### src/rtl/bbd_pkg.sv
`timescale 1ns / 1ps

package bbd_pkg;

  localparam int unsigned PIX_W = 8;

  // The nine samples of a 3x3 neighborhood around the output pixel.
  typedef struct packed {
    logic [PIX_W-1:0] nw;
    logic [PIX_W-1:0] n;
    logic [PIX_W-1:0] ne;
    logic [PIX_W-1:0] w;
    logic [PIX_W-1:0] c;
    logic [PIX_W-1:0] e;
    logic [PIX_W-1:0] sw;
    logic [PIX_W-1:0] s;
    logic [PIX_W-1:0] se;
  } bbd_taps_t;

  // Frame borders that touch the output pixel, plus its mosaic phase.
  typedef struct packed {
    logic top;
    logic bottom;
    logic left;
    logic right;
    logic even_row;
    logic even_col;
  } bbd_edge_t;

  typedef struct packed {
    logic [PIX_W-1:0] red;
    logic [PIX_W-1:0] green;
    logic [PIX_W-1:0] blue;
    logic             run_last;
    logic             frame_last;
  } bbd_result_t;

endpackage

### src/rtl/bbd_cell.sv
`timescale 1ns / 1ps

// One stage of the pixel chain: it takes its neighbor's sample on every shift.
module bbd_cell (
  input  logic                      clk,
  input  logic                      shift,
  input  logic [bbd_pkg::PIX_W-1:0] din,
  output logic [bbd_pkg::PIX_W-1:0] dout
);

  logic [bbd_pkg::PIX_W-1:0] sample;

  always_ff @(posedge clk) begin
    if (shift) begin
      sample <= din;
    end
  end

  assign dout = sample;

endmodule

### src/rtl/bbd_interp.sv
`timescale 1ns / 1ps

// Bilinear interpolation of one pixel from its masked 3x3 neighborhood.
module bbd_interp (
  input  bbd_pkg::bbd_taps_t        taps,
  input  bbd_pkg::bbd_edge_t        edges,
  output logic [bbd_pkg::PIX_W-1:0] red,
  output logic [bbd_pkg::PIX_W-1:0] green,
  output logic [bbd_pkg::PIX_W-1:0] blue
);

  logic [bbd_pkg::PIX_W-1:0] m_nw, m_n, m_ne, m_w, m_e, m_sw, m_s, m_se;
  logic [bbd_pkg::PIX_W:0]   pair_vert, pair_hor;
  logic [bbd_pkg::PIX_W+1:0] quad_cross, quad_diag;
  logic [bbd_pkg::PIX_W-1:0] avg_vert, avg_hor, avg_cross, avg_diag;

  // Samples outside the frame count as zero.
  always_comb begin
    m_n  = edges.top                  ? '0 : taps.n;
    m_s  = edges.bottom               ? '0 : taps.s;
    m_w  = edges.left                 ? '0 : taps.w;
    m_e  = edges.right                ? '0 : taps.e;
    m_nw = (edges.top || edges.left)     ? '0 : taps.nw;
    m_ne = (edges.top || edges.right)    ? '0 : taps.ne;
    m_sw = (edges.bottom || edges.left)  ? '0 : taps.sw;
    m_se = (edges.bottom || edges.right) ? '0 : taps.se;
  end

  always_comb begin
    pair_vert  = {1'b0, m_n} + {1'b0, m_s};
    pair_hor   = {1'b0, m_w} + {1'b0, m_e};
    quad_cross = {1'b0, pair_vert} + {1'b0, pair_hor};
    quad_diag  = ({2'b00, m_nw} + {2'b00, m_ne}) + ({2'b00, m_sw} + {2'b00, m_se});
    avg_vert  = pair_vert[bbd_pkg::PIX_W:1];
    avg_hor   = pair_hor[bbd_pkg::PIX_W:1];
    avg_cross = quad_cross[bbd_pkg::PIX_W+1:2];
    avg_diag  = quad_diag[bbd_pkg::PIX_W+1:2];
  end

  always_comb begin
    unique case ({edges.even_row, edges.even_col})
      2'b11: begin
        red = avg_vert;  green = taps.c;    blue = avg_hor;
      end
      2'b00: begin
        red = avg_hor;   green = taps.c;    blue = avg_vert;
      end
      2'b10: begin
        red = avg_diag;  green = avg_cross; blue = taps.c;
      end
      default: begin
        red = taps.c;    green = avg_cross; blue = avg_diag;
      end
    endcase
  end

endmodule

### src/rtl/bbd_skid.sv
`timescale 1ns / 1ps

// Two-entry result queue. Its room flag comes from a register, so the
// downstream stall never reaches the upstream side in the same cycle.
module bbd_skid (
  input  logic                 clk,
  input  logic                 rst,
  input  logic                 push,
  input  bbd_pkg::bbd_result_t din,
  output logic                 room,
  output bbd_pkg::bbd_result_t dout,
  output logic                 dout_valid,
  input  logic                 dout_stall
);

  bbd_pkg::bbd_result_t slot0, slot1;
  logic [1:0]           count;
  logic [1:0]           count_next;
  logic                 pop;

  assign pop        = (count != 2'd0) && !dout_stall;
  assign room       = (count != 2'd2);
  assign dout       = slot0;
  assign dout_valid = (count != 2'd0);

  always_comb begin
    count_next = count;
    if (push && !pop) begin
      count_next = count + 2'd1;
    end else if (pop && !push) begin
      count_next = count - 2'd1;
    end
  end

  always_ff @(posedge clk) begin
    if (rst) begin
      count <= 2'd0;
    end else begin
      count <= count_next;
    end
  end

  always_ff @(posedge clk) begin
    if (pop) begin
      if (count == 2'd2) begin
        slot0 <= slot1;
      end else if (push) begin
        slot0 <= din;
      end
    end else if (push) begin
      if (count == 2'd0) begin
        slot0 <= din;
      end else begin
        slot1 <= din;
      end
    end
  end

endmodule

### src/rtl/bayer_bilinear_demosaic.sv
`timescale 1ns / 1ps

// Bilinear Bayer demosaic for a square frame of IMAGE_SIDE x IMAGE_SIDE raw
// 8-bit pixels in raster order, green at even row and even column. Every
// pixel transfer shifts the sample into a chain of 2*IMAGE_SIDE+2 cells, and
// the 3x3 neighborhood of pixel p is read at fixed taps of that chain when
// pixel p+IMAGE_SIDE+1 arrives; samples outside the frame count as zero.
// The block takes one pixel per cycle unless pixel_stall is high. The
// first IMAGE_SIDE+1 pixels of a frame produce no result; afterwards each
// pixel produces one. The final pixel of a frame starts a flush that runs
// the chain on its own for IMAGE_SIDE+1 more results while pixel_stall is
// held. run_last marks the last result caused by one pixel transfer, and
// frame_last marks the result of the frame's final pixel. Results pass
// through a two-entry queue, so a single waiting result does not hold up
// input; the input stalls while both entries are occupied and during the
// flush.
module bayer_bilinear_demosaic #(
  parameter int unsigned IMAGE_SIDE = 32
) (
  input  logic                      clk,
  input  logic                      rst,
  input  logic                      pixel_valid,
  output logic                      pixel_stall,
  input  logic [bbd_pkg::PIX_W-1:0] raw_pixel,
  output logic                      rgb_valid,
  input  logic                      rgb_stall,
  output logic [bbd_pkg::PIX_W-1:0] red,
  output logic [bbd_pkg::PIX_W-1:0] green,
  output logic [bbd_pkg::PIX_W-1:0] blue,
  output logic                      run_last,
  output logic                      frame_last
);

  localparam int unsigned CHAIN_LEN = 2 * IMAGE_SIDE + 2;
  localparam int unsigned POS_W     = $clog2(IMAGE_SIDE);
  localparam int unsigned FL_W      = $clog2(IMAGE_SIDE + 2);
  localparam logic [POS_W-1:0] SIDE_LAST = POS_W'(IMAGE_SIDE - 1);

  // Raster position of the next input pixel, and of the next result.
  logic [POS_W-1:0] q_row, q_col;
  logic [POS_W-1:0] p_row, p_col;
  // Results still owed after the final pixel of a frame.
  logic [FL_W-1:0]  flush_cnt;

  logic                      flushing;
  logic                      room;
  logic                      in_accept;
  logic                      q_last;
  logic                      emit_normal;
  logic                      flush_step;
  logic                      push;
  logic                      shift;
  logic [bbd_pkg::PIX_W-1:0] chain_in;
  logic [bbd_pkg::PIX_W-1:0] chain [CHAIN_LEN];

  bbd_pkg::bbd_taps_t   taps;
  bbd_pkg::bbd_edge_t   edges;
  bbd_pkg::bbd_result_t result;
  bbd_pkg::bbd_result_t head;

  assign flushing    = (flush_cnt != '0);
  assign pixel_stall = flushing || !room;
  assign in_accept   = pixel_valid && !pixel_stall;
  assign q_last      = (q_row == SIDE_LAST) && (q_col == SIDE_LAST);

  // A pixel yields a result once its position reaches IMAGE_SIDE+1.
  assign emit_normal = in_accept &&
                       ((q_row > POS_W'(1)) || ((q_row == POS_W'(1)) && (q_col != '0)));
  assign flush_step  = flushing && room;
  assign push        = emit_normal || flush_step;
  assign shift       = in_accept || flush_step;

  // During the flush the shifted-in value lies below the frame and is masked.
  assign chain_in = flushing ? '0 : raw_pixel;

  for (genvar k = 0; k < CHAIN_LEN; k++) begin : g_chain
    if (k == 0) begin : g_head
      bbd_cell u_cell (
        .clk  (clk),
        .shift(shift),
        .din  (chain_in),
        .dout (chain[k])
      );
    end else begin : g_body
      bbd_cell u_cell (
        .clk  (clk),
        .shift(shift),
        .din  (chain[k-1]),
        .dout (chain[k])
      );
    end
  end

  // The incoming sample sits at position p+IMAGE_SIDE+1, cell k holds the
  // sample one older than cell k-1, so the center lies at cell IMAGE_SIDE.
  always_comb begin
    taps.se = chain_in;
    taps.s  = chain[0];
    taps.sw = chain[1];
    taps.e  = chain[IMAGE_SIDE-1];
    taps.c  = chain[IMAGE_SIDE];
    taps.w  = chain[IMAGE_SIDE+1];
    taps.ne = chain[2*IMAGE_SIDE-1];
    taps.n  = chain[2*IMAGE_SIDE];
    taps.nw = chain[2*IMAGE_SIDE+1];
  end

  always_comb begin
    edges.top      = (p_row == '0);
    edges.bottom   = (p_row == SIDE_LAST);
    edges.left     = (p_col == '0);
    edges.right    = (p_col == SIDE_LAST);
    edges.even_row = !p_row[0];
    edges.even_col = !p_col[0];
  end

  bbd_interp u_interp (
    .taps (taps),
    .edges(edges),
    .red  (result.red),
    .green(result.green),
    .blue (result.blue)
  );

  // The final pixel's own result and all but the last flush result are not
  // the last of their transfer.
  assign result.run_last   = flushing ? (flush_cnt == FL_W'(1)) : !q_last;
  assign result.frame_last = flushing && (flush_cnt == FL_W'(1));

  always_ff @(posedge clk) begin
    if (rst) begin
      q_row <= '0;
      q_col <= '0;
    end else if (in_accept) begin
      if (q_col == SIDE_LAST) begin
        q_col <= '0;
        q_row <= (q_row == SIDE_LAST) ? '0 : q_row + POS_W'(1);
      end else begin
        q_col <= q_col + POS_W'(1);
      end
    end
  end

  always_ff @(posedge clk) begin
    if (rst) begin
      p_row <= '0;
      p_col <= '0;
    end else if (push) begin
      if (p_col == SIDE_LAST) begin
        p_col <= '0;
        p_row <= (p_row == SIDE_LAST) ? '0 : p_row + POS_W'(1);
      end else begin
        p_col <= p_col + POS_W'(1);
      end
    end
  end

  always_ff @(posedge clk) begin
    if (rst) begin
      flush_cnt <= '0;
    end else if (in_accept && q_last) begin
      flush_cnt <= FL_W'(IMAGE_SIDE + 1);
    end else if (flush_step) begin
      flush_cnt <= flush_cnt - FL_W'(1);
    end
  end

  bbd_skid u_skid (
    .clk       (clk),
    .rst       (rst),
    .push      (push),
    .din       (result),
    .room      (room),
    .dout      (head),
    .dout_valid(rgb_valid),
    .dout_stall(rgb_stall)
  );

  assign red        = head.red;
  assign green      = head.green;
  assign blue       = head.blue;
  assign run_last   = head.run_last;
  assign frame_last = head.frame_last;

  // The frame's final result always closes its transfer.
  a_frame_last_closes: assert property (@(posedge clk) disable iff (rst)
    rgb_valid && frame_last |-> run_last)
    else $error("frame_last result without run_last");

  // No pixel may enter while the flush is still running the chain.
  a_flush_blocks_input: assert property (@(posedge clk) disable iff (rst)
    flushing |-> pixel_stall)
    else $error("pixel transfer allowed during flush");

  // The final pixel of a frame arms a flush of IMAGE_SIDE+1 results.
  a_flush_armed: assert property (@(posedge clk) disable iff (rst)
    in_accept && q_last |=> flush_cnt == FL_W'(IMAGE_SIDE + 1))
    else $error("flush not armed after final pixel");

  // The result column trails the input column by exactly one place.
  a_result_column: assert property (@(posedge clk) disable iff (rst)
    emit_normal |-> p_col == ((q_col == '0) ? SIDE_LAST : q_col - POS_W'(1)))
    else $error("result position out of step with input position");

endmodule
### config.mk
export PLATFORM = sky130hd
export DESIGN_NAME = bayer_bilinear_demosaic
export DESIGN_NICKNAME = d
export VERILOG_FILES = /design/src/rtl/bbd_pkg.sv /design/src/rtl/bbd_cell.sv /design/src/rtl/bbd_interp.sv /design/src/rtl/bbd_skid.sv /design/src/rtl/bayer_bilinear_demosaic.sv
export SDC_FILE = /design/constraint.sdc
export NUM_CORES = 1
export LEC_CHECK = 0
export BUFFER_PORTS_ARGS = -buffer_cell sky130_fd_sc_hd__buf_2
export CAP_MARGIN = 5
export CORE_MARGIN = 2
export CORE_UTILIZATION = 58
export CTS_BUF_LIST = sky130_fd_sc_hd__clkbuf_2
export DETAILED_ROUTE_END_ITERATION = 16
export PLACE_DENSITY = 0.77
export SLEW_MARGIN = 0
export SYNTH_ARGS = -nofsm -noshare
export SYNTH_HDL_FRONTEND = slang
export SYNTH_SLANG_ARGS = --single-unit
### constraint.sdc
create_clock -name clk -period 14.9 [get_ports clk]
set_input_delay 2.98 -clock clk [delete_from_list [all_inputs] [get_ports clk]]
set_output_delay 2.98 -clock clk [all_outputs]
set_load 0.01 [all_outputs]
==> summary.md, run 1 <==
| Metric | Value |
|---|---|
| Count of cell types in the netlist | 65 |
| Total Power | approximately 6.1 mW |
| Num CTS Buffers | 146 |
| IO Pins | 40 |
| Initial DRC Count | 830 |
| H-tree levels | 4 |
| Vias in the first global route | 10760 |
| Hold WC Path Type | flop to flop |
| Antenna violations before repair | 2 |
| Cell Pwr Density | 250.5 mW/mm2 |
| Worst setup margin | 9257 ps |
| Syn avg cell area | ~18 um2 |
| RSZ-0062 raised after global routing | false |
| Max-cap violations | 0 |
| Final Max Slew Viols | 0 |
| GR Overflow Total | 0 |
| Die width | 199.6 um |
| Footprint of the multi-input gates | 0.004023 mm2 |
| Worst Setup End Kind | flop |
| Min Tclk post-route | roughly 5600 ps |
| Hold-fix buffers, CTS | 0 |
| WL/cell | 18.35 um |
| Prevailing post-synth register cell | edfxtp_1 |
| IO buf count | 39 |
| Synth warnings | 0 |
| Final worst-path cycle share | 37.87% |
| Fraction of layout cells with a size suffix above 1 | between 20 and 25% |
| Area grow syn2layout | 9.460% |
| Number of vias per cell | 5.384 |
| Clock Pin Slew Worst Setup and Hold Paths | 110 ps |
| Register area | 0.01798 mm2 |
| Initial core utilization | 58.92% |
| Syn nets | about 1300 |
| Filler cells | approximately 2700 |
| Global-route wire length before repair | about 57 mm |
| Row count | 71 |
| Post-Syn Instances | 1215 |
| F_max | 177.2 MHz |
| Startpoint types | primary input |
| CP Data Required Time | 15750 ps |
| DP HPWL | approximately 22 mm |
| DIE HEIGHT | 199.6 um |
| Crit path kind | primary input to flop |
| Largest net degree at the start of global routing | roughly 190 |
| Peak VDD IR | 0.0003540 V |
| Root Buffer | clkbuf_2 |
| Post-route DRC | 0 |
| Mapped cell area | 0.02219 mm2 |
| CTS tree | yes |
| Relative slew slack | around 15% |
| Final TNS setup | 0 ps |
| Total number of vias | 10760 |
| Final count of hold timing violations | 0 |
| Clock skew | 96.06 ps |
| Die area | 0.03985 mm2 |
| 1st-pass router iterations | 5 |
| Nets@finish | 1474 |
| Global Route Usage Sum | 19.19% |
| Clk Latency, worst-skew pair | 1140 ps |
| Placer Congestion | 0.8639 |
| Area post-placement | 0.02305 mm2 |
| Crit path DAT | about 6500 ps |
| Post-synth EDFFs | 580 |
| Worst-Margin Slew | about 1300 ps |
| Final setup viols | 0 |
| #FFs+latches synth | 608 |
| Place WS | 8213 ps |
| Final Cell Area | 0.02429 mm2 |
| Resized Gates After CTS | 0 |
| Final wirelength | 36.67 mm |
| Asr flop ratio synth | 0% |
| TritonCTS Sinks | slightly above 600 |
| CTS Buffer Depth | 3 |
| LEAKAGE | 9.307 nW |
| Core Footprint | 0.03767 mm2 |
| Sequential share of the synthesized area | between 80% and 90% |
| Post CTS Setup Buffer Count | 0 |
| Crit Path Max Fanout | 6 |
| Status | complete, no violations |
| DRT antenna net count | 0 |
| R2R Setup Slk | about 9600 ps |
path summary, 6_finish.rpt:
| kind | startpoint | end | cells after the start |
|---|---|---|---|
| setup / recovery | raw_pixel[0] | u_skid.dout[9] | 17 |
| hold / removal | g_chain[50].g_body.u_cell.dout[7] | g_chain[51].g_body.u_cell.dout[7] | 0 |
| setup reg to reg | p_col[0] | u_skid.dout[9] | 19 |
| hold reg to reg | g_chain[50].g_body.u_cell.dout[7] | g_chain[51].g_body.u_cell.dout[7] | 0 |
final cells by class:
cell class                      instances  share of cell area [%]
Multi-Input combinational cell        551                   16.56
Timing Repair Buffer                   49                   1.164
Inverter                               34                  0.5253
Clock buffer                          198                   4.079
Tap cell                              511                   2.632
Antenna cell                            3                 0.03090
Clock inverter                         44                   1.009
Sequential cell                       608                   74.00
cells in the final DEF, fill, tap and decap left out, types with 12 or more instances in the layout:
cell type / count
nand2_1: 47
clkinv_1: 26
dfxtp_1: 28
a21oi_1: 47
edfxtp_1: 580
nor2_1: 54
nand3_1: 12
xor2_1: 19
xnor2_1: 20
buf_2: 39
clkbuf_2: 198
nor2b_1: 25
inv_1: 34
mux2_2: 16
and2_1: 34
a21o_1: 17
ha_1: 68
o21ai_0: 25
and3_1: 12
flip-flops by register name, summed over array words and instances (netlist names):
signal                      count
u_skid.count                    2
p_row                           5
q_col                           5
g_chain.g_head.u_cell.dout      8
g_chain.g_body.u_cell.dout    520
p_col                           5
q_row                           5
u_skid.slot1                   26
flush_cnt                       6
u_skid.dout                    26
cell usage after synthesis, drive strengths merged, types with 11 or more instances:
master	instances	share of area (%)
nand3	12	0.27
o21ai	26	0.59
a221oi	11	0.43
dfxtp	28	2.5
and2	34	0.96
a21o	17	0.58
clkbuf	19	0.32
a21oi	49	1.1
inv	34	0.58
xnor2	20	0.79
nand2	48	0.81
mux2	17	0.88
edfxtp	580	78
xor2	19	0.75
nor2	55	0.93
nor2b	25	0.70
and3	12	0.34
and2b	11	0.37
ha	68	3.8
through the flow:
step / utilization, % / cells / hold slack [ps]
3_5_place_dp: 61.19 / 1753 / 404.5
2_1_floorplan: - / 1215 / 400.3
3_3_place_gp: 61.19 / 1753 / 400.5
6_report: 64.50 / 1998 / 360.8
4_1_cts: 64.48 / 1995 / 356.8
5_1_grt: 64.50 / 1998 / 371.6
worst max-delay path, cell delays in order:
cell and delay [ps]:
buf_2 100, and3_1 170, and2_1 170, ha_1 230
fa_1 420, a21o_1 200, a21oi_1 230, o21bai_1 100
a21oi_1 210, xnor2_1 100, ha_1 380, a21oi_1 240
a21o_1 140, o311a_1 250, o21ba_1 200, a22oi_2 100
mux2_2 270
power by group:
group	total [mW]	internal, mW	switching, mW	leakage [nW]
logic	1.44	0.419	1.02	2.27
clock network	1.02	0.382	0.636	0.929
registers	3.63	3.32	0.312	6.11
kinds of logic (layout without fill, tap and decap cells):
family	after synthesis	after routing	share of synthesized area (%)
other cells	0	3	0
simple gates	246	246	5.897
flops	608	608	81.00
mux	20	20	1.015
fa+ha+maj	72	72	4.194
xor+xnor	39	39	1.539
compound gates	174	174	5.395
buf+inv	56	325	0.9584
metal layers:
| metal | track usage (%) | vias to the layer above | routed length [um] |
|---|---|---|---|
| met3 | 6.414 | 55 | 2464 |
| met4 | 7.380 | 0 | 670 |
| met1 | 28.42 | 5267 | 17760 |
| met2 | 26.49 | 319 | 15770 |
| met5 | 0 | - | 0 |
| li1 | - | 5116 | - |
No activity file was read; power rests on OpenSTA's default activity.
==> inputs of run 2 (changes only) <==
--- a/config.mk
+++ b/config.mk
@@ -8,7 +8,7 @@
 export BUFFER_PORTS_ARGS = -buffer_cell sky130_fd_sc_hd__buf_2
 export CAP_MARGIN = 5
 export CORE_MARGIN = 2
-export CORE_UTILIZATION = 58
+export CORE_UTILIZATION = 60
 export CTS_BUF_LIST = sky130_fd_sc_hd__clkbuf_2
 export DETAILED_ROUTE_END_ITERATION = 16
 export PLACE_DENSITY = 0.77
==> constraint.sdc (replaced) <==
create_clock -name clk -period 5.8 [get_ports clk]
set_input_delay 1.16 -clock clk [delete_from_list [all_inputs] [get_ports clk]]
set_output_delay 1.16 -clock clk [all_outputs]
set_load 0.01 [all_outputs]
==> summary.md, run 2 (synthesis gave the netlist of run 1 again) <==
| Metric | Value |
|---|---|
| Status | complete, no violations |
| Final Max Slew Viols | 0 (unchanged) |
| Die width | 196.3 um (-1.6%) |
| Fraction of layout cells with a size suffix above 1 | 20.47% (+0.45 points) |
| Final count of hold timing violations | 0 (unchanged) |
| F_max | between 150 and 200 MHz |
| Startpoint types | flop |
| CTS tree | yes |
| Post CTS Setup Buffer Count | 0 (unchanged) |
| Placer Congestion | 0.8795 (+1.8%) |
| Final TNS setup | 0 ps (unchanged) |
| Antenna violations before repair | 1 (-1) |
| Final Util | 66.87% (+2.4 points) |
| Crit-path slowest cell | nor4b_1 |
| Largest register FFs | 520 (unchanged) |
| Initial DRC Count | 980 (+18%) |
| Largest net degree at the start of global routing | 121 (-35%) |
| Min Hold Slack | 387.2 ps (+26.31 ps) |
| Final wirelength | 36.03 mm (-1.7%) |
| DRT antenna net count | 0 (unchanged) |
| Area post-placement | 0.02306 mm2 (about the same) |
| Worst setup margin | 587.5 ps (-8669 ps) |
| Place WS | 507.2 ps (-7706 ps) |
| Peak VDD IR | 0.0005247 V (+48%) |
| Num CTS Buffers | 145 (-0.68%) |
| Crit path kind | flop to flop |
| Vias in the first global route | 10600 (-1.5%) |
| Crit path DAT | 5920 ps (-570 ps) |
| TritonCTS Sinks | 608 (unchanged) |
| Crit Path Max Fanout | 8 (+2) |
| IO buf count | 39 (unchanged) |
| Most frequent cells in the layout | edfxtp_1, clkbuf_2, ha_1, nor2_1 |
| CTS Buffer Depth | 3 (unchanged) |
| Initial core utilization | 60.77% (+1.8 points) |
| Max-cap violations | 0 (unchanged) |
| Crit-path max cell delay | 500 ps (+80 ps) |
| Cell Pwr Density | 649.9 mW/mm2 (+160%) |
| DIE HEIGHT | 196.3 um (-1.6%) |
| Worst-Margin Slew | 1089 ps (-184.2 ps) |
| Final Cell Area | 0.02442 mm2 (+0.53%) |
| Clk Latency, worst-skew pair | 1030 ps (-110 ps) |
| Worst Setup End Kind | flop |
| Final worst-path cycle share | 89.87% |
| RSZ-0062 raised after global routing | false |
| H-tree levels | 4 (unchanged) |
| CP Data Required Time | 6510 ps (-9240 ps) |
| Area grow syn2layout | 10.03% |
| WL/cell | 18.35 um (about the same) |
| Crit-path cells | inv_1 > ha_1 > nor4b_1 > buf_4 > nor2_1 > and2_1 > ha_1 > fa_1 > a21o_1 > a21oi_1 > o21bai_1 > a21oi_1 > xnor2_1 > ha_1 > a21oi_1 > a21o_1 > o311a_1 > xnor2_1 > a221oi_1 > a31oi_1 |
| Clock Pin Slew Worst Setup and Hold Paths | 130 ps (+20 ps) |
| Row count | 70 (-1.4%) |
| Root Buffer | clkbuf_2 |
| 1st-pass router iterations | 5 (unchanged) |
| Hold WC Path Type | flop to flop |
| LEAKAGE | 9.401 nW (+1.0%) |
| Min Tclk post-route | 5212 ps |
| Final setup viols | 0 (unchanged) |
| Post-route DRC | 0 (unchanged) |
| Global Route Usage Sum | 19.52% (+0.33 points) |
| GR Overflow Total | 0 (unchanged) |
| Die area | 0.03854 mm2 (-3.3%) |
| Clock skew | 55.32 ps (-40.73 ps) |
| Hold-fix buffers, CTS | 0 (unchanged) |
| Core Footprint | 0.03652 mm2 (-3.0%) |
| DP HPWL | 21.84 mm (-0.34%) |
| Total number of vias | 10700 (-0.58%) |
| Relative slew slack | 27.12% (+12 points) |
| Nets@finish | 1477 (+0.20%) |
| Commonest non-fill, non-tap cell in the layout | edfxtp_1 |
| Global-route wire length before repair | 56.80 mm (-0.23%) |
| Number of vias per cell | 5.446 (+1.1%) |
| IO Pins | 40 (unchanged) |
[run 2: changes by cell type in the layout (fill, tap and decap cells not counted), sizes merged]
| cell | before | now |
|---|---|---|
| inv | 41 | 37 |
| clkinv | 31 | 35 |
| clkbuf | 198 | 202 |
| buf | 49 | 53 |
| bufinv | 1 | 5 |
| clkinvlp | 5 | 4 |
| diode | 3 | 1 |
[run 2: area by class of cell]
cell class	count	area, um2
repair buffers	53	350.3
clock inverters	47	341.6
well taps	468	585.6
fillers	2438	12100
flip-flops and latches	608	17980
diodes	1	2.502
inverters	34	127.6
multi-input cells	551	4025
clock buffers	202	1011
[run 2: per-layer routing]
metal | vias up | share of wire [%] | track usage, %
li1 | 5126 | - | -
met5 | - | 0 | 0
met3 | 69 | 6.2 | 5.570
met2 | 305 | 42 | 26.60
met1 | 5195 | 49 | 30.03
met4 | 0 | 2.2 | 7.632
[run 2: per-stage QoR]
stage	total power [mW]	instances
CTS	16.07	1963
global placement	13.03	1714
finish	15.87	1964
detailed placement	13.17	1714
global route	16.87	1964
floorplan	11.74	1215
[run 2: timing repair]
item / in CTS / in global routing
resized for setup: 0 / 1
endpoints found under the setup margin: 0 / 1
hold endpoints to repair: 0 / 0
[run 2: critical path: cells and delay by family (launching register included)]
| kind | cells | cell delay (ps) |
|---|---|---|
| adders and majority gates | 4 | 1150 |
| and+or+nand+nor | 3 | 830 |
| buffers and inverters | 2 | 430 |
| AOI/OAI and AO/OA | 9 | 1880 |
| xor gates and xnor gates | 2 | 250 |
| DFF | 1 | 380 |
[run 2: path summary, 6_finish.rpt]
check	startpoint	to	slack [ps]	cells past startpoint
hold / removal	g_chain[22].g_body.u_cell.dout[5]	g_chain[23].g_body.u_cell.dout[5]	390	0
setup / recovery	p_col[0]	u_skid.dout[24]	590	20
hold reg to reg	g_chain[22].g_body.u_cell.dout[5]	g_chain[23].g_body.u_cell.dout[5]	390	0
setup reg to reg	p_col[0]	u_skid.dout[24]	590	20
[run 2: power by group]
| part | total, mW | internal, mW | switching (mW) |
|---|---|---|---|
| clock network | 2.79 | 1.17 | 1.62 |
| logic | 3.83 | 1.16 | 2.67 |
| registers | 9.25 | 8.48 | 0.778 |
==> inputs of run 3 (changes only) <==
--- a/config.mk
+++ b/config.mk
@@ -15,4 +15,5 @@
 export SLEW_MARGIN = 0
 export SYNTH_ARGS = -nofsm -noshare
 export SYNTH_HDL_FRONTEND = slang
+export SYNTH_HIERARCHICAL = 1
 export SYNTH_SLANG_ARGS = --single-unit
==> summary.md, run 3 <==
| Metric | Value |
|---|---|
| Hold WC Path Type | flop to flop |
| #FFs+latches synth | 608 (unchanged) |
| Mapped cell area | 0.02234 mm2 (+0.64%) |
| Post-Syn Instances | 1186 (-2.4%) |
| CP Capture Point | u_skid/dout[25] |
| CTS tree | yes |
| F_max | 185.9 MHz (-3.1%) |
| Commonest non-fill, non-tap cell in the layout | edfxtp_1 |
| DP HPWL | 21.33 mm (-2.3%) |
| Bufs and invs on worst path | 3 (+1) |
| Crit. Startpoint | p_col[0] |
| Synth area leader | edfxtp_1 |
| CTS Buffer Depth | 3 (unchanged) |
| Core Footprint | 0.03661 mm2 (+0.24%) |
| Antenna violations before repair | 1 (unchanged) |
| Die area | 0.03879 mm2 (+0.63%) |
| Sequential share of the synthesized area | 80.49% (-0.51 points) |
| Global-route wire length before repair | 55.23 mm (-2.8%) |
| Number of vias per cell | 5.397 (-0.89%) |
| Syn nets | 1266 (-2.5%) |
| Final worst-path cycle share | 92.77% (+2.9 points) |
| Initial core utilization | 61.01% (+0.24 points) |
| TritonCTS Sinks | 608 (unchanged) |
| Post-route DRC | 0 (unchanged) |
| Final count of hold timing violations | 0 (unchanged) |
| Crit Path Max Fanout | 8 (unchanged) |
| Crit path DAT | 6210 ps (+290 ps) |
| Status | complete, no violations |
| Total Power | 16.01 mW (+0.88%) |
| Crit-path max cell delay | 580 ps (+80 ps) |
| Prevailing post-synth register cell | edfxtp_1 |
| Crit-path cells | inv_1 > ha_1 > nor4b_1 > nor2_1 > and2_1 > fa_1 > inv_1 > fa_1 > inv_1 > fa_1 > a21o_1 > a21oi_1 > o21ai_0 > o41ai_1 > nand2b_1 > a31oi_1 > mux2_2 |
| Num CTS Buffers | 143 (-1.4%) |
| Startpoint types | flop |
| Area post-placement | 0.02312 mm2 (+0.26%) |
| Asr flop ratio synth | 0% (unchanged) |
| Syn avg cell area | 18.83 um2 (+3.1%) |
| Fraction of layout cells with a size suffix above 1 | 22.88% (+2.4 points) |
| Worst Setup End Kind | flop |
| Post-synth top cells | edfxtp_1, inv_1, ha_1, nand2_1, nor2_1 |
| Nets@finish | 1435 (-2.8%) |
| Clock skew | 97.28 ps (+41.95 ps) |
| Final Util | 66.63% (-0.24 points) |
| Final setup viols | 0 (unchanged) |
| Final Max Slew Viols | 0 (unchanged) |
| Clk Latency, worst-skew pair | 1090 ps (+60 ps) |
| Yosys top cell area share | 77.98% (-0.50 points) |
| Largest register FFs | 520 (unchanged) |
| Worst-Margin Slew | 1019 ps (-69.67 ps) |
| Final TNS setup | 0 ps (unchanged) |
| Area grow syn2layout | 9.209% |
| Placer Congestion | 0.8366 (-4.9%) |
| Cell family with most CP delay | adder cells |
| Final Cell Area | 0.02439 mm2 (-0.12%) |
| Vias in the first global route | 10350 (-2.4%) |
| DRT antenna net count | 0 (unchanged) |
| Critical path depth | 17 (-15%) |
| Min Hold Slack | 345.6 ps (-41.53 ps) |
| RSZ-0062 raised after global routing | false |
| Most frequent cells in the layout | edfxtp_1, clkbuf_2, inv_1, ha_1, nand2_1 |
| 1st-pass router iterations | 8 (+3) |
| Clock Pin Slew Worst Setup and Hold Paths | 110 ps (-20 ps) |
| Crit path kind | flop to flop |
| CP Data Required Time | 6630 ps (+120 ps) |
| Resized Gates After CTS | 0 (unchanged) |
| GR Overflow Total | 0 (unchanged) |
| Max-cap violations | 0 (unchanged) |
| Synth top area cells | edfxtp_1, ha_1, dfxtp_1 |
| Cell Pwr Density | 656.4 mW/mm2 (+0.99%) |
| Count of cell types in the netlist | 75 (+15%) |
| Peak VDD IR | 0.001050 V (+100%) |
| Critical hold path startpoint | g_chain[16].g_body.u_cell/dout[0] |
| Relative slew slack | 32.04% (+4.9 points) |
| H-tree levels | 4 (unchanged) |
| Post-synth EDFFs | 580 (unchanged) |
| Hold-fix buffers, CTS | 0 (unchanged) |
| Reg2Reg Capture Point | u_skid/dout[25] |
| R2R depth | 17 (-15%) |
| IO buf count | 39 (unchanged) |
| Crit-path slowest cell | nor4b_1 |
| Row count | 70 (unchanged) |
| WL/cell | 18.45 um (+0.54%) |
| DIE HEIGHT | 196.9 um (+0.31%) |
| Min Tclk post-route | 5381 ps (+168.1 ps) |
| Largest net degree at the start of global routing | 202 (+67%) |
| R2R Setup Slk | 420 ps (-170 ps) |
| IO Pins | 40 (unchanged) |
| Cell with the most instances after synthesis | edfxtp_1 |
| Post CTS Setup Buffer Count | 0 (unchanged) |
| Synth warnings | 6 (+6) |
| LEAKAGE | 9.222 nW (-1.9%) |
| Total number of vias | 10360 (-3.1%) |
| Final wirelength | 35.42 mm (-1.7%) |
| Die width | 196.9 um (+0.31%) |
| Root Buffer | clkbuf_2 |
| Reg2reg start | p_col[0] |
| Initial DRC Count | 674 (-31%) |
| Global Route Usage Sum | 18.99% (-0.53 points) |
-- run 3: cell types whose count changed in the layout (fill, tap and decap cells not counted), sizes merged, moves of 9 or more --
cell,previous run,this run
and2,34,21
a21oi,49,33
ha,68,50
nor2b,25,38
a21o,17,4
nor2,55,46
inv,37,59
fa,4,18
mux2,17,31
and2b,11,0
-- run 3: cell type report --
class	count	area (um2)
flip-flops and latches	608	17980
inverters	53	198.9
clock buffers	202	1011
clock inverters	39	255.2
fillers	2482	12220
diodes	1	2.502
multi-input cells	499	4056
well taps	468	585.6
repair buffers	50	302.8
-- run 3: report_power, final --
part / internal (mW) / switching, mW / total (mW)
sequential: 8.53 / 0.800 / 9.33
combinational: 1.34 / 2.69 / 4.03
clock: 1.04 / 1.61 / 2.65
-- run 3: per-stage QoR --
| stage | worst slack, ps | instances |
|---|---|---|
| after floorplan | -4085 | 1186 |
| after global placement | 753.2 | 1678 |
| after detailed placement | 585.9 | 1678 |
| after CTS | 513.1 | 1919 |
| after global routing | 164.4 | 1920 |
| final | 419.5 | 1920 |
-- run 3: worst register-to-register path, stage by stage (launching register included) --
cell and delay [ps]:
dfxtp_1 360, inv_1 150, ha_1 160, nor4b_1 580, nor2_1 270, and2_1 250
fa_1 530, inv_1 60, fa_1 530, inv_1 70, fa_1 470, a21o_1 180
a21oi_1 220, o21ai_0 160, o41ai_1 550, nand2b_1 190, a31oi_1 110, mux2_2 290
-- run 3: worst min path at each step --
stage / end / slack, ps / cells past startpoint
after floorplan: g_chain[10].g_body.u_cell/dout[0] / 400 / 0
after detailed placement: g_chain[21].g_body.u_cell/dout[0] / 400 / 0
after global placement: g_chain[28].g_body.u_cell/dout[0] / 400 / 0
after CTS: g_chain[0].g_head.u_cell/dout[1] / 330 / 2
after global routing: g_chain[0].g_head.u_cell/dout[1] / 330 / 2
final: g_chain[17].g_body.u_cell/dout[0] / 350 / 0
-- run 3: cells by family after synthesis --
| group | after synthesis | synth area share [%] |
|---|---|---|
| mux | 41 | 2.364 |
| flops | 608 | 80.49 |
| compound gates | 130 | 4.246 |
| buf+inv | 79 | 1.485 |
| fa+ha+maj | 68 | 4.414 |
| xor+xnor | 32 | 1.255 |
| simple gates | 228 | 5.748 |
-- run 3: routing by layer --
| metal | GRT usage (%) | up-vias | wire (um) |
|---|---|---|---|
| met4 | 8.076 | 0 | 767 |
| met3 | 6.075 | 61 | 1923 |
| met5 | 0 | - | 0 |
| met1 | 27.77 | 5091 | 17090 |
| li1 | - | 4955 | - |
| met2 | 26.65 | 255 | 15630 |
